## src/rtl/psu_pkg.sv

```systemverilog
// Package with shared types, register map and character codes for the sample unpacker.
package psu_pkg;

   localparam int CSR_ADDR_WIDTH = 4;
   localparam int CSR_DATA_WIDTH = 32;

   localparam logic [1:0] REG_SAMPLE_BITS  = 2'd0;
   localparam logic [1:0] REG_MSB_FIRST    = 2'd1;
   localparam logic [1:0] REG_ASCII_MODE   = 2'd2;
   localparam logic [1:0] REG_LINE_SAMPLES = 2'd3;

   localparam logic [7:0] CHAR_ZERO  = 8'h30;
   localparam logic [7:0] CHAR_NINE  = 8'h39;
   localparam logic [7:0] CHAR_COMMA = 8'h2C;
   localparam logic [7:0] CHAR_CR    = 8'h0D;
   localparam logic [7:0] CHAR_LF    = 8'h0A;
   localparam logic [7:0] CHAR_SPACE = 8'h20;
   localparam logic [7:0] CHAR_TAB   = 8'h09;

   typedef struct packed {
      logic [4:0]  sample_bits;
      logic        msb_first;
      logic        ascii_mode;
      logic [15:0] line_samples;
   } psu_cfg_type;

   typedef struct packed {
      logic load_byte;
      logic ascii_step;
      logic merge;
      logic extract;
      logic extract_last;
   } psu_cmd_type;

   typedef struct packed {
      logic ascii_mode;
      logic width_ok;
      logic can_extract;
      logic more_after;
      logic at_end;
      logic stage_free;
   } psu_status_type;

   // Returns 255 * ceil(2^24 / (2^bits - 1)); the top byte of v times this gives v*255/m.
   function automatic logic [31:0] scale_const(input logic [3:0] bits);
      logic [31:0] k;
      case (bits)
         4'd1:    k = 32'd4278190080;
         4'd2:    k = 32'd1426063530;
         4'd3:    k = 32'd611170230;
         4'd4:    k = 32'd285212910;
         4'd5:    k = 32'd138006255;
         4'd6:    k = 32'd67908030;
         4'd7:    k = 32'd33686775;
         4'd8:    k = 32'd16777470;
         default: k = 32'd0;
      endcase
      return k;
   endfunction

endpackage

```

## src/rtl/psu_if.sv

```systemverilog
// Handshake interfaces for the byte input channel and the sample result channel.
interface psu_req_if;
   logic       valid;
   logic       ready;
   logic [7:0] in_byte;

   modport source (output valid, output in_byte, input ready);
   modport sink (input valid, input in_byte, output ready);
endinterface

interface psu_rsp_if;
   logic       valid;
   logic       ready;
   logic [7:0] sample;
   logic       end_of_line;
   logic       error;
   logic       last;

   modport source (output valid, output sample, output end_of_line, output error,
                   output last, input ready);
   modport sink (input valid, input sample, input end_of_line, input error,
                 input last, output ready);
endinterface

```

## src/rtl/packed_sample_unpacker_unit.sv

```systemverilog
// Top level of the packed sample unpacker: register bank, controller and datapath.
//
//   Channel    Direction  Carries
//   req_chan   in         one file byte per word (in_byte)
//   rsp_chan   out        one 8-bit sample per word with end_of_line, error, last
//   csr_*      in/out     APB-style access to sample_bits, msb_first, ascii_mode,
//                         line_samples
//
// A binary byte is loaded, merged into the bit buffer and then yields k samples
// (k up to 8), one sample per cycle while the scaling stage is free; a text byte
// is loaded and then decoded. Each sample passes a scaling stage and the result
// register before it appears; the next byte is taken while results drain.
// Reset is synchronous; it restores state, config and valid flags, not data.
// A stalled result channel holds extraction once the scaling stage is full.
module packed_sample_unpacker_unit
   import psu_pkg::*;
#(
   parameter int LINE_COUNT_WIDTH = 16
) (
   input  logic                      clock,
   input  logic                      reset,
   psu_req_if.sink                   req_chan,
   psu_rsp_if.source                 rsp_chan,
   input  logic                      csr_psel,
   input  logic                      csr_penable,
   input  logic                      csr_pwrite,
   input  logic [CSR_ADDR_WIDTH-1:0] csr_paddr,
   input  logic [CSR_DATA_WIDTH-1:0] csr_pwdata,
   output logic [CSR_DATA_WIDTH-1:0] csr_prdata,
   output logic                      csr_pready
);

   psu_cfg_type    cfg;
   psu_cmd_type    cmd;
   psu_status_type status;

   psu_csr u_csr (
      .clock   (clock),
      .reset   (reset),
      .psel    (csr_psel),
      .penable (csr_penable),
      .pwrite  (csr_pwrite),
      .paddr   (csr_paddr),
      .pwdata  (csr_pwdata),
      .prdata  (csr_prdata),
      .pready  (csr_pready),
      .cfg     (cfg)
   );

   psu_ctrl u_ctrl (
      .clock     (clock),
      .reset     (reset),
      .req_valid (req_chan.valid),
      .req_ready (req_chan.ready),
      .status    (status),
      .cmd       (cmd)
   );

   psu_dp #(
      .LINE_COUNT_WIDTH (LINE_COUNT_WIDTH)
   ) u_dp (
      .clock           (clock),
      .reset           (reset),
      .cfg             (cfg),
      .cmd             (cmd),
      .in_byte         (req_chan.in_byte),
      .status          (status),
      .rsp_ready       (rsp_chan.ready),
      .rsp_valid       (rsp_chan.valid),
      .rsp_sample      (rsp_chan.sample),
      .rsp_end_of_line (rsp_chan.end_of_line),
      .rsp_error       (rsp_chan.error),
      .rsp_last        (rsp_chan.last)
   );

endmodule

```

## src/rtl/psu_csr.sv

```systemverilog
// Configuration register bank behind the APB-style port.
module psu_csr
   import psu_pkg::*;
(
   input  logic                      clock,
   input  logic                      reset,
   input  logic                      psel,
   input  logic                      penable,
   input  logic                      pwrite,
   input  logic [CSR_ADDR_WIDTH-1:0] paddr,
   input  logic [CSR_DATA_WIDTH-1:0] pwdata,
   output logic [CSR_DATA_WIDTH-1:0] prdata,
   output logic                      pready,
   output psu_cfg_type               cfg
);

   psu_cfg_type cfg_ff;
   psu_cfg_type cfg_in;
   logic        write_en;
   logic [1:0]  reg_index;

   assign write_en  = psel & penable & pwrite;
   assign reg_index = paddr[3:2];
   assign pready    = 1'b1;
   assign cfg       = cfg_ff;

   always_comb begin
      cfg_in = cfg_ff;
      if (write_en) begin
         case (reg_index)
            REG_SAMPLE_BITS:  cfg_in.sample_bits  = pwdata[4:0];
            REG_MSB_FIRST:    cfg_in.msb_first    = pwdata[0];
            REG_ASCII_MODE:   cfg_in.ascii_mode   = pwdata[0];
            REG_LINE_SAMPLES: cfg_in.line_samples = pwdata[15:0];
            default:          cfg_in = cfg_ff;
         endcase
      end
   end

   always_comb begin
      case (reg_index)
         REG_SAMPLE_BITS:  prdata = CSR_DATA_WIDTH'(cfg_ff.sample_bits);
         REG_MSB_FIRST:    prdata = CSR_DATA_WIDTH'(cfg_ff.msb_first);
         REG_ASCII_MODE:   prdata = CSR_DATA_WIDTH'(cfg_ff.ascii_mode);
         REG_LINE_SAMPLES: prdata = CSR_DATA_WIDTH'(cfg_ff.line_samples);
         default:          prdata = '0;
      endcase
   end

   always_ff @(posedge clock) begin
      if (reset) begin
         cfg_ff.sample_bits  <= 5'd8;
         cfg_ff.msb_first    <= 1'b1;
         cfg_ff.ascii_mode   <= 1'b0;
         cfg_ff.line_samples <= 16'd1;
      end else begin
         cfg_ff <= cfg_in;
      end
   end

endmodule

```

## src/rtl/psu_ctrl.sv

```systemverilog
// Controller state machine that sequences byte intake, decoding and sample extraction.
module psu_ctrl
   import psu_pkg::*;
(
   input  logic           clock,
   input  logic           reset,
   input  logic           req_valid,
   output logic           req_ready,
   input  psu_status_type status,
   output psu_cmd_type    cmd
);

   typedef enum logic [1:0] {
      ST_IDLE,
      ST_DECODE,
      ST_UNPACK
   } state_type;

   state_type  state_ff;
   logic [2:0] count_ff;

   assign req_ready = (state_ff == ST_IDLE);

   always_comb begin
      cmd = '0;
      case (state_ff)
         ST_IDLE: begin
            cmd.load_byte = req_valid;
         end
         ST_DECODE: begin
            if (status.ascii_mode) begin
               cmd.ascii_step = status.stage_free;
            end else begin
               cmd.merge = status.width_ok;
            end
         end
         ST_UNPACK: begin
            cmd.extract      = status.can_extract & status.stage_free;
            cmd.extract_last = !status.more_after || (count_ff == 3'd7) || status.at_end;
         end
         default: cmd = '0;
      endcase
   end

   always_ff @(posedge clock) begin
      if (reset) begin
         state_ff <= ST_IDLE;
         count_ff <= '0;
      end else begin
         case (state_ff)
            ST_IDLE: begin
               if (req_valid) begin
                  state_ff <= ST_DECODE;
               end
            end
            ST_DECODE: begin
               count_ff <= '0;
               if (status.ascii_mode) begin
                  if (status.stage_free) begin
                     state_ff <= ST_IDLE;
                  end
               end else if (status.width_ok) begin
                  state_ff <= ST_UNPACK;
               end else begin
                  state_ff <= ST_IDLE;
               end
            end
            ST_UNPACK: begin
               if (!status.can_extract) begin
                  state_ff <= ST_IDLE;
               end else if (status.stage_free) begin
                  if (cmd.extract_last) begin
                     state_ff <= ST_IDLE;
                  end else begin
                     count_ff <= count_ff + 3'd1;
                  end
               end
            end
            default: state_ff <= ST_IDLE;
         endcase
      end
   end

endmodule

```

## src/rtl/psu_dp.sv

```systemverilog
// Datapath with bit buffer, text parser, line counter, scaling stage and result register.
module psu_dp
   import psu_pkg::*;
#(
   parameter int LINE_COUNT_WIDTH = 16
) (
   input  logic           clock,
   input  logic           reset,
   input  psu_cfg_type    cfg,
   input  psu_cmd_type    cmd,
   input  logic [7:0]     in_byte,
   output psu_status_type status,
   input  logic           rsp_ready,
   output logic           rsp_valid,
   output logic [7:0]     rsp_sample,
   output logic           rsp_end_of_line,
   output logic           rsp_error,
   output logic           rsp_last
);

   localparam logic [1:0] PH_LEAD   = 2'd0;
   localparam logic [1:0] PH_DIGITS = 2'd1;
   localparam logic [1:0] PH_TRAIL  = 2'd2;

   logic [7:0]                  byte_ff;
   logic [15:0]                 buf_ff, buf_in;
   logic [4:0]                  held_ff, held_in;
   logic [LINE_COUNT_WIDTH-1:0] idx_ff, idx_in;
   logic [1:0]                  phase_ff, phase_in;
   logic [15:0]                 dec_ff, dec_in;

   logic       s1_valid_ff;
   logic       s1_load;
   logic       s1_direct_ff, s1_direct_in;
   logic [7:0] s1_value_ff, s1_value_in;
   logic       s1_eol_ff, s1_eol_in;
   logic       s1_err_ff, s1_err_in;
   logic       s1_last_ff, s1_last_in;

   logic       rsp_valid_ff;
   logic [7:0] rsp_sample_ff;
   logic       rsp_eol_ff;
   logic       rsp_err_ff;
   logic       rsp_last_ff;
   logic       out_load;
   logic [39:0] product;

   logic [4:0]                  bits;
   logic                        msb;
   logic [7:0]                  mask8;
   logic [4:0]                  held_after;
   logic [15:0]                 msb_shift;
   logic [15:0]                 keep_mask;
   logic [7:0]                  msb_val;
   logic [7:0]                  lsb_val;
   logic [LINE_COUNT_WIDTH-1:0] line_len;
   logic [LINE_COUNT_WIDTH-1:0] idx_plus;
   logic                        at_end;
   logic [LINE_COUNT_WIDTH-1:0] idx_next;
   logic                        is_digit;
   logic                        is_blank;
   logic                        is_space;
   logic [7:0]                  digit;
   logic [15:0]                 dec_x10;
   logic [7:0]                  ascii_val;
   logic [7:0]                  expect_char;
   logic                        delim;

   assign bits       = cfg.sample_bits;
   assign msb        = (bits == 5'd1) || cfg.msb_first;
   assign mask8      = 8'hFF >> (4'd8 - bits[3:0]);
   assign held_after = held_ff - bits;
   assign msb_shift  = buf_ff >> held_after;
   assign keep_mask  = (16'd1 << held_after) - 16'd1;
   assign msb_val    = msb_shift[7:0] & mask8;
   assign lsb_val    = buf_ff[7:0] & mask8;

   assign line_len = LINE_COUNT_WIDTH'(cfg.line_samples);
   assign idx_plus = idx_ff + LINE_COUNT_WIDTH'(1);
   assign at_end   = (idx_plus == line_len);
   assign idx_next = at_end ? '0 : idx_plus;

   assign is_digit    = (byte_ff >= CHAR_ZERO) && (byte_ff <= CHAR_NINE);
   assign is_space    = (byte_ff == CHAR_SPACE) || (byte_ff == CHAR_TAB);
   assign is_blank    = is_space || (byte_ff == CHAR_CR) || (byte_ff == CHAR_LF);
   assign digit       = byte_ff - CHAR_ZERO;
   assign dec_x10     = {dec_ff[12:0], 3'b000} + {dec_ff[14:0], 1'b0};
   assign expect_char = at_end ? CHAR_CR : CHAR_COMMA;

   always_comb begin
      case (bits)
         5'd1:    ascii_val = (dec_ff != 16'd0) ? 8'hFF : 8'h00;
         5'd8:    ascii_val = dec_ff[7:0];
         5'd16:   ascii_val = dec_ff[15:8];
         default: ascii_val = 8'h00;
      endcase
   end

   always_comb begin
      case (phase_ff)
         PH_LEAD:   delim = !is_blank && !is_digit;
         PH_DIGITS: delim = !is_digit && !is_space;
         default:   delim = !is_space;
      endcase
   end

   assign out_load = s1_valid_ff && (!rsp_valid_ff || rsp_ready);

   assign status.ascii_mode  = cfg.ascii_mode;
   assign status.width_ok    = (bits >= 5'd1) && (bits <= 5'd8);
   assign status.can_extract = (held_ff >= bits);
   assign status.more_after  = (held_after >= bits);
   assign status.at_end      = at_end;
   assign status.stage_free  = !s1_valid_ff || out_load;

   always_comb begin
      buf_in       = buf_ff;
      held_in      = held_ff;
      idx_in       = idx_ff;
      phase_in     = phase_ff;
      dec_in       = dec_ff;
      s1_load      = 1'b0;
      s1_direct_in = s1_direct_ff;
      s1_value_in  = s1_value_ff;
      s1_eol_in    = s1_eol_ff;
      s1_err_in    = s1_err_ff;
      s1_last_in   = s1_last_ff;

      if (cmd.merge) begin
         if (msb) begin
            buf_in = {buf_ff[7:0], byte_ff};
         end else begin
            buf_in = buf_ff | (16'(byte_ff) << held_ff[2:0]);
         end
         held_in = held_ff + 5'd8;
      end

      if (cmd.extract) begin
         s1_load      = 1'b1;
         s1_direct_in = 1'b0;
         s1_value_in  = msb ? msb_val : lsb_val;
         s1_eol_in    = at_end;
         s1_err_in    = 1'b0;
         s1_last_in   = cmd.extract_last;
         idx_in       = idx_next;
         if (at_end) begin
            buf_in  = '0;
            held_in = '0;
         end else begin
            held_in = held_after;
            buf_in  = msb ? (buf_ff & keep_mask) : (buf_ff >> bits);
         end
      end

      if (cmd.ascii_step) begin
         case (phase_ff)
            PH_LEAD: begin
               if (is_digit) begin
                  dec_in   = 16'(digit);
                  phase_in = PH_DIGITS;
               end
            end
            PH_DIGITS: begin
               if (is_digit) begin
                  dec_in = dec_x10 + 16'(digit);
               end else if (is_space) begin
                  phase_in = PH_TRAIL;
               end
            end
            default: phase_in = phase_ff;
         endcase
         if (delim) begin
            phase_in     = PH_LEAD;
            dec_in       = '0;
            s1_load      = 1'b1;
            s1_direct_in = 1'b1;
            s1_last_in   = 1'b1;
            if (byte_ff == expect_char) begin
               s1_value_in = ascii_val;
               s1_eol_in   = at_end;
               s1_err_in   = 1'b0;
               idx_in      = idx_next;
            end else begin
               s1_value_in = 8'h00;
               s1_eol_in   = 1'b1;
               s1_err_in   = 1'b1;
               idx_in      = '0;
            end
         end
      end
   end

   always_ff @(posedge clock) begin
      if (reset) begin
         buf_ff       <= '0;
         held_ff      <= '0;
         idx_ff       <= '0;
         phase_ff     <= PH_LEAD;
         dec_ff       <= '0;
         s1_valid_ff  <= 1'b0;
         rsp_valid_ff <= 1'b0;
      end else begin
         buf_ff   <= buf_in;
         held_ff  <= held_in;
         idx_ff   <= idx_in;
         phase_ff <= phase_in;
         dec_ff   <= dec_in;
         if (s1_load) begin
            s1_valid_ff <= 1'b1;
         end else if (out_load) begin
            s1_valid_ff <= 1'b0;
         end
         if (out_load) begin
            rsp_valid_ff <= 1'b1;
         end else if (rsp_ready) begin
            rsp_valid_ff <= 1'b0;
         end
      end
   end

   assign product = s1_value_ff * scale_const(bits[3:0]);

   always_ff @(posedge clock) begin
      if (cmd.load_byte) begin
         byte_ff <= in_byte;
      end
      s1_direct_ff <= s1_direct_in;
      s1_value_ff  <= s1_value_in;
      s1_eol_ff    <= s1_eol_in;
      s1_err_ff    <= s1_err_in;
      s1_last_ff   <= s1_last_in;
      if (out_load) begin
         rsp_sample_ff <= s1_direct_ff ? s1_value_ff : product[31:24];
         rsp_eol_ff    <= s1_eol_ff;
         rsp_err_ff    <= s1_err_ff;
         rsp_last_ff   <= s1_last_ff;
      end
   end

   assign rsp_valid       = rsp_valid_ff;
   assign rsp_sample      = rsp_sample_ff;
   assign rsp_end_of_line = rsp_eol_ff;
   assign rsp_error       = rsp_err_ff;
   assign rsp_last        = rsp_last_ff;

endmodule

```

## src/flat_wrapper.sv

```systemverilog
// flat-port wrapper written by rule: the top's interface ports become plain ports
module packed_sample_unpacker_unit_flat import psu_pkg::*;
#(
   parameter int LINE_COUNT_WIDTH = 16
)
  (clock, reset, csr_psel, csr_penable, csr_pwrite, csr_paddr, csr_pwdata, csr_prdata, csr_pready, req_chan_valid, req_chan_in_byte, req_chan_ready, rsp_chan_valid, rsp_chan_sample, rsp_chan_end_of_line, rsp_chan_error, rsp_chan_last, rsp_chan_ready);
  psu_req_if req_chan_i ();
  psu_rsp_if rsp_chan_i ();
  input  logic clock;
  input  logic reset;
  input  logic csr_psel;
  input  logic csr_penable;
  input  logic csr_pwrite;
  input  logic [CSR_ADDR_WIDTH-1:0] csr_paddr;
  input  logic [CSR_DATA_WIDTH-1:0] csr_pwdata;
  output logic [CSR_DATA_WIDTH-1:0] csr_prdata;
  output logic csr_pready;
  input wire logic [$bits(req_chan_i.valid)-1:0] req_chan_valid;
  input wire logic [$bits(req_chan_i.in_byte)-1:0] req_chan_in_byte;
  output wire logic [$bits(req_chan_i.ready)-1:0] req_chan_ready;
  output wire logic [$bits(rsp_chan_i.valid)-1:0] rsp_chan_valid;
  output wire logic [$bits(rsp_chan_i.sample)-1:0] rsp_chan_sample;
  output wire logic [$bits(rsp_chan_i.end_of_line)-1:0] rsp_chan_end_of_line;
  output wire logic [$bits(rsp_chan_i.error)-1:0] rsp_chan_error;
  output wire logic [$bits(rsp_chan_i.last)-1:0] rsp_chan_last;
  input wire logic [$bits(rsp_chan_i.ready)-1:0] rsp_chan_ready;
  assign req_chan_i.valid = req_chan_valid;
  assign req_chan_i.in_byte = req_chan_in_byte;
  assign req_chan_ready = req_chan_i.ready;
  assign rsp_chan_valid = rsp_chan_i.valid;
  assign rsp_chan_sample = rsp_chan_i.sample;
  assign rsp_chan_end_of_line = rsp_chan_i.end_of_line;
  assign rsp_chan_error = rsp_chan_i.error;
  assign rsp_chan_last = rsp_chan_i.last;
  assign rsp_chan_i.ready = rsp_chan_ready;
  packed_sample_unpacker_unit #(.LINE_COUNT_WIDTH(LINE_COUNT_WIDTH)) u_core (.clock(clock), .reset(reset), .req_chan(req_chan_i), .rsp_chan(rsp_chan_i), .csr_psel(csr_psel), .csr_penable(csr_penable), .csr_pwrite(csr_pwrite), .csr_paddr(csr_paddr), .csr_pwdata(csr_pwdata), .csr_prdata(csr_prdata), .csr_pready(csr_pready));
endmodule
```

## config.mk

```make
export PLATFORM = sky130hd
export DESIGN_NAME = packed_sample_unpacker_unit_flat
export DESIGN_NICKNAME = d
export VERILOG_FILES = /design/src/rtl/psu_pkg.sv /design/src/rtl/psu_if.sv /design/src/rtl/packed_sample_unpacker_unit.sv /design/src/rtl/psu_csr.sv /design/src/rtl/psu_ctrl.sv /design/src/rtl/psu_dp.sv /design/src/flat_wrapper.sv
export SDC_FILE = /design/constraint.sdc
export NUM_CORES = 1
export LEC_CHECK = 0
export BUFFER_PORTS_ARGS = -buffer_cell sky130_fd_sc_hd__buf_4
export CORE_MARGIN = 3
export CORE_UTILIZATION = 56
export DETAILED_ROUTE_END_ITERATION = 16
export HOLD_SLACK_MARGIN = 0.05
export PLACE_DENSITY = 0.79
export SLEW_MARGIN = 0
export SYNTH_ARGS = -nofsm -noshare
export SYNTH_HDL_FRONTEND = slang
export SYNTH_SLANG_ARGS = --single-unit
```

## constraint.sdc

```tcl
create_clock -name clock -period 5 [get_ports clock]
set_input_delay 1 -clock clock [delete_from_list [all_inputs] [get_ports clock]]
set_output_delay 1 -clock clock [all_outputs]
set_load 0.02 [all_outputs]
```

After elaboration in Yosys (flattened, before gate mapping)
Memory sizes are Yosys's and may differ from the RTL's. A register that Yosys moved wholly into a read port is not among the register bits.
Cells that the tools add are included.
{ "word_totals": {"reg_bits": 116, "rom_bits": 496, "input_bits": 51, "output_inout_bits": 46, "wordCells": 188, "n_memories": 1} }
{ "memory_table": {"columns": ["memory", "depth", "width", "read_ports", "rd_ports_with_merged_regs", "wr", "line", "rtl"], "rows": [
  ["(no name shown)", 16, 31, 1, 1, 0, "psu_pkg.sv:47", "case (bits)"]
]} }
{ "op_classes": {"add_sub_neg": 9, "multipliers": 1, "n_lt_le_gt_ge": 6, "eq_ne": 27, "shifts": 5, "n_mux": 73, "n_bitwise": 7, "reduce_logical": 36} }
{ "op_table": {"columns": ["cell", "n"], "rows": [
  ["two-way mux 16 bit", 13],
  ["case mux 32 bit (4 select lines)", 1],
  ["two-way mux 8 bit", 7],
  ["multiplier 8 x 32 -> 32 bit", 1],
  ["case mux 16 bit (2 select lines)", 1],
  ["two-way mux 2 bit", 13],
  ["equality test 8 x 4 -> 1 bit, second input constant", 3],
  ["two-way mux 1 bit", 24],
  ["case mux 8 bit (3 select lines)", 1],
  ["inequality test 3 bit, second input constant", 7],
  ["adder 16 x 1 -> 16 bit, second input constant", 1],
  ["adder 16 bit", 1],
  ["adder 16 x 8 -> 16 bit", 1],
  ["AND 16 bit", 1],
  ["AND 8 bit", 2],
  ["equality test 16 bit", 1],
  ["bitwise OR 16 bit", 1],
  ["nonzero test 16 bit", 1],
  ["<< shifter 1 x 5 -> 16 bit, first input constant", 1],
  ["<< shifter 8 x 3 -> 16 bit", 1],
  ["right shift 16 x 5 -> 16 bit", 1],
  ["right shift 16 x 5 -> 8 bit", 1],
  ["subtractor 16 x 1 -> 16 bit, second input constant", 1],
  ["two-way mux 5 bit", 3],
  ["other kinds (37)", 76]
]} }

Longest topological paths before layout
{ "logic_depth": {"word_depth": 10, "depth_mapped": 22, "depth_no_buf": 19} }

Modules after synthesis
From an unflattened synthesis, not the netlist that was laid out.
{ "unflattened": {"cells_unflattened": 1881, "area_unflattened_um2": 15536.2} }
{ "modules_own_cells": {"columns": ["mod", "instances", "cells_per_inst", "area_per_inst_um2", "seq_area_each_um2"], "rows": [
  ["psu_dp", 1, 1692, 13878.3, 1951.9],
  ["psu_csr", 1, 154, 1311.3, 460.4],
  ["psu_ctrl", 1, 35, 346.6, 100.1]
]} }

Least setup slack after synthesis
No wires, ideal clock.
{ "synth_path": {"path_kind": "reg-to-reg", "start": "reg u_core.u_dp.s1_value_ff[4]", "end": "reg u_core.u_dp.rsp_sample_ff[7] (netlist: u_core.u_dp.rsp_sample[7]), data pin", "setup_time_ns": 0.264, "arrival_ns": 4.866, "required_ns": 4.736, "slack_ns": -0.130, "stages_incl_launch_ff": 20, "n_path_buf": 2, "period_less_slack_ns": 5.130, "path_cell_list": "dfxtp_1 > clkbuf_1 > clkbuf_1 > nand2_1 > fa_1 > inv_1 > fa_1 > fa_1 > inv_1 > fa_1 > inv_1 > ha_1 > nand3_1 > nor3_1 > nand4_1 > o21ai_0 > o21ai_0 > o2111ai_1 > xnor2_1 > o21ai_0"} }
{ "synth_between": {"elab_chain_cells": 2} }
{ "synth_lines": {"columns": ["element", "line", "rtl"], "rows": [
  ["start, declared", "psu_dp.sv:35", "logic [7:0] s1_value_ff, s1_value_in;"],
  ["start signal, assigned", "psu_dp.sv:228", "s1_value_ff <= s1_value_in;"],
  ["multiplier 8 x 32 -> 32 bit", "psu_dp.sv:221", "assign product = s1_value_ff * scale_const(bits[3:0]);"],
  ["two-way mux 8 bit", "psu_dp.sv:233", "rsp_sample_ff <= s1_direct_ff ? s1_value_ff : product[31:24];"],
  ["end signal, assigned", "psu_dp.sv:233", null],
  ["end, declared", "psu_dp.sv:41", "logic [7:0] rsp_sample_ff;"]
]} }
No other way between the ends.
A chain may end at the register's enable or synchronous reset.

Final worst setup path
{ "layout_path": {"start": "reg u_core.u_dp.s1_value_ff[4]", "end": "reg u_core.u_dp.rsp_sample_ff[6] (netlist: u_core.u_dp.rsp_sample[6]), data pin"} }
The elaborated chain is that of the path after synthesis.

==> flow_metrics.tcl <==
set metrics [dict create \
    cts_max_level 4 \
    die_h_um 173.4 \
    grt_pass1_vias 14330 \
    grt-ovfl-total 0 \
    timing.final.setup_violations 0 \
    grt_first_pass_wirelength_um 73150 \
    p_leak_uw 0.008029 \
    cellPowerDensity_mw_per_mm2 202.9 \
    via_count 14140 \
    final_core_utilization_pct 65.80 \
    cts_tree "done" \
    p_sw_uw 1291 \
    crit_path_class "reg2reg" \
    ioPinCount 97 \
    arrival_ns 5.07 \
    rsz0062_at_grt "yes" \
    switching_share_pct 35.50 \
    core_region_area_mm2 0.02725 \
    placement_rows 60 \
    cts_buffers 17 \
    dieWidth_um 173.4 \
    worst_setup_hold_path_clk_slew_ns 0.07 \
    max_cap_viol_count 0 \
    fillerInstances 2259 \
    synthesis.instances 1905 \
    area_delta_synth_final_pct 14.24 \
    avgSynthCellArea_um2 8.240 \
    detailed_place_hpwl_um 34250 \
    synth.largest_area_cell "sky130_fd_sc_hd__fa_1" \
    type_of_element_launching_the_critical_path "flop" \
    insertion_delay_ns 0.44 \
    drt_iter0_markers 1284 \
    grt_start_max_net_pins 60 \
    placer_congestion 0.9693 \
    critical_path.max_fanout 13 \
    timing.critical_path.max_delay_family "adder cells" \
    fin_crit_sh_pct 97.82 \
    vias_per_cell 5.991 \
    worst_setup_path_end_kind "flop" \
    seq_area_frac_synth_pct 18.68 \
    drt_drc_violations_left 0 \
    status "finished, final reports clean" \
    number_of_warning_messages_in_the_yosys_log 0 \
    crit_path_cell_trace "buf_12 -> nand2_2 -> fa_1 -> inv_1 -> fa_1 -> fa_1 -> inv_1 -> fa_1 -> inv_1 -> ha_1 -> a21oi_1 -> o21ai_1 -> a21oi_1 -> buf_4 -> nand4_1 -> o211ai_1 -> a21oi_2 -> nor4_1 -> nor3_1" \
    share_clk_of_total_power_pct 36.3 \
    cts.sink_count 137 \
    cts_hold_repair.buffers 0 \
    final_cell_count_no_fill 2361 \
    synthDistinctLibCells 83 \
    netlist.area_leader.share_pct 19.13 \
    layout-drive-gt1-share_pct 16.50 \
    floorplan.initialDensity_pct 57.60 \
    placedCellCount 2320 \
    finalPower_uw 3638 \
    clock-root-buffer "sky130_fd_sc_hd__clkbuf_16" \
    ys_async_sr_fraction_pct 0 \
    timing.hold.worst.class "reg2reg" \
    io_buffers 61 \
    routed_wirelength_um 45580 \
    postSynthRegisterBits 137 \
    timing.fmax_ghz 0.2045 \
    min_period_ns 4.891 \
    synth_most_common_cell "sky130_fd_sc_hd__inv_1" \
    drtAntennaViolNets 0 \
    netlist_top_cells_count "sky130_fd_sc_hd__inv_1, sky130_fd_sc_hd__nand2_1, sky130_fd_sc_hd__fa_1" \
    antenna_found_initial 1 \
    final_net_count 2273 \
    synth.top_cells.by_area "sky130_fd_sc_hd__fa_1, sky130_fd_sc_hd__dfxtp_1, sky130_fd_sc_hd__ha_1, sky130_fd_sc_hd__inv_1, sky130_fd_sc_hd__nand2_1" \
    critical_path.n_buffers_inverters 5 \
    grt_usage_pct 29.75 \
    slew_headroom_pct 11.83 \
    first_pass_iters 7 \
    max_slew.worst_pin.slew_ns 1.318 \
    worst_path_max_delay_cell "sky130_fd_sc_hd__fa_1" \
    share_seq_of_total_power_pct 34.4 \
    worst-endpoint-required_ns 5.18 \
    critPathMostFrequentCell "sky130_fd_sc_hd__fa_1" \
    wl_per_cell_um 19.30 \
    synth-edff-count 19 \
    cts_max_path_buffers 2 \
    finalClockSkew_ns 0.01446 \
    combinational_power_share_pct 29.3 \
    die_area_mm2 0.03008 \
    worst_path_largest_cell_delay_ns 0.56 \
    final-max-slew-violation-count 0 \
    ir_drop_v 0.0002307 \
    synth_top_flop_cell "sky130_fd_sc_hd__dfxtp_1" \
    internal_power_uw 2347 \
    netlist_area_mm2 0.01570 \
    report.final.hold_viol_count 0 \
]
==> timing repair <==
action | 4_1_cts | 5_1_grt
endpoints found under the setup margin | 7 | 8
gates cloned | 0 | 0
resized for setup | 17 | 89
buffers inserted | 0 | 8
pin swaps | 2 | 56
==> placed cells by master, fill, tap and decap left out, types with 64 or more instances in the layout <==
master,n
sky130_fd_sc_hd__a21oi_1,99
sky130_fd_sc_hd__and2_1,78
sky130_fd_sc_hd__buf_4,155
sky130_fd_sc_hd__dfxtp_1,106
sky130_fd_sc_hd__fa_1,146
sky130_fd_sc_hd__ha_1,82
sky130_fd_sc_hd__inv_1,247
sky130_fd_sc_hd__nand2_1,208
sky130_fd_sc_hd__nor2_1,90
sky130_fd_sc_hd__o21ai_0,64
==> through the flow <==
stage	setup TNS (ns)	setup slack (ns)	area (µm²)	hold slack [ns]
floorplan	0	0.01109	15760	0.4088
global placement	-0.5028	-0.1224	16850	0.4212
detailed placement	-0.8189	-0.1811	16850	0.4335
CTS	0	0.0007643	17480	0.4568
global route	-0.1128	-0.08063	17930	0.4578
finish	0	0.1090	17930	0.4482
==> cells by family (layout without fill, tap and decap cells) <==
| logic type | after synthesis | after routing | share of synthesized area, % |
|---|---|---|---|
| mux | 69 | 69 | 4.998 |
| xor+xnor | 70 | 70 | 4.041 |
| fa+ha+maj | 247 | 247 | 26.86 |
| compound gates | 382 | 382 | 16.12 |
| buf+inv | 386 | 454 | 9.876 |
| simple gates | 612 | 612 | 19.37 |
| other cells | 2 | 18 | 0.04784 |
| flops | 137 | 137 | 18.68 |
==> power by group through the flow <==
stage	combinational (µW)	clock (µW)	sequential (µW)
6_report	1070	1320	1250
5_1_grt	1200	1380	1250
4_1_cts	974	1320	1250
3_5_place_dp	968	0	1270
3_3_place_gp	928	0	1270
2_1_floorplan	713	0	1210
==> per-layer routing <==
| layer | track usage, % | vias up | share of wire (%) | wire length, µm |
|---|---|---|---|---|
| met5 | 0 | - | 0.029 | 13 |
| met4 | 13.24 | 2 | 4.2 | 1933 |
| met3 | 4.555 | 158 | 6.8 | 3117 |
| met2 | 49.71 | 644 | 48 | 22000 |
| met1 | 38.27 | 6812 | 41 | 18510 |
| li1 | - | 6528 | - | - |
==> final timing paths <==
kind / startpoint / endpoint / slack, ns / cells after the start
setup reg to reg: u_core.u_dp.s1_value_ff[4]$_DFF_P_ / u_core.u_dp.rsp_sample[6]$_DFFE_PP_ / 0.11 / 19
setup / recovery: u_core.u_dp.s1_value_ff[4]$_DFF_P_ / u_core.u_dp.rsp_sample[6]$_DFFE_PP_ / 0.11 / 19
hold / removal: u_core.u_dp.s1_err_ff$_DFF_P_ / u_core.u_dp.rsp_error$_DFFE_PP_ / 0.45 / 0
hold reg to reg: u_core.u_dp.s1_err_ff$_DFF_P_ / u_core.u_dp.rsp_error$_DFFE_PP_ / 0.45 / 0
==> cell type report <==
class	instances	area, µm²	area share, %
antenna	1	2.502	0.01395
clock buffer	19	454.2	2.533
clock inverter	13	148.9	0.8303
inverter	257	964.7	5.380
multi-input combinational	1397	11630	64.85
sequential	137	2965	16.54
tap	372	465.4	2.596
timing repair buffer	165	1303	7.263
Note: power is estimated with default switching activity, not from simulation.
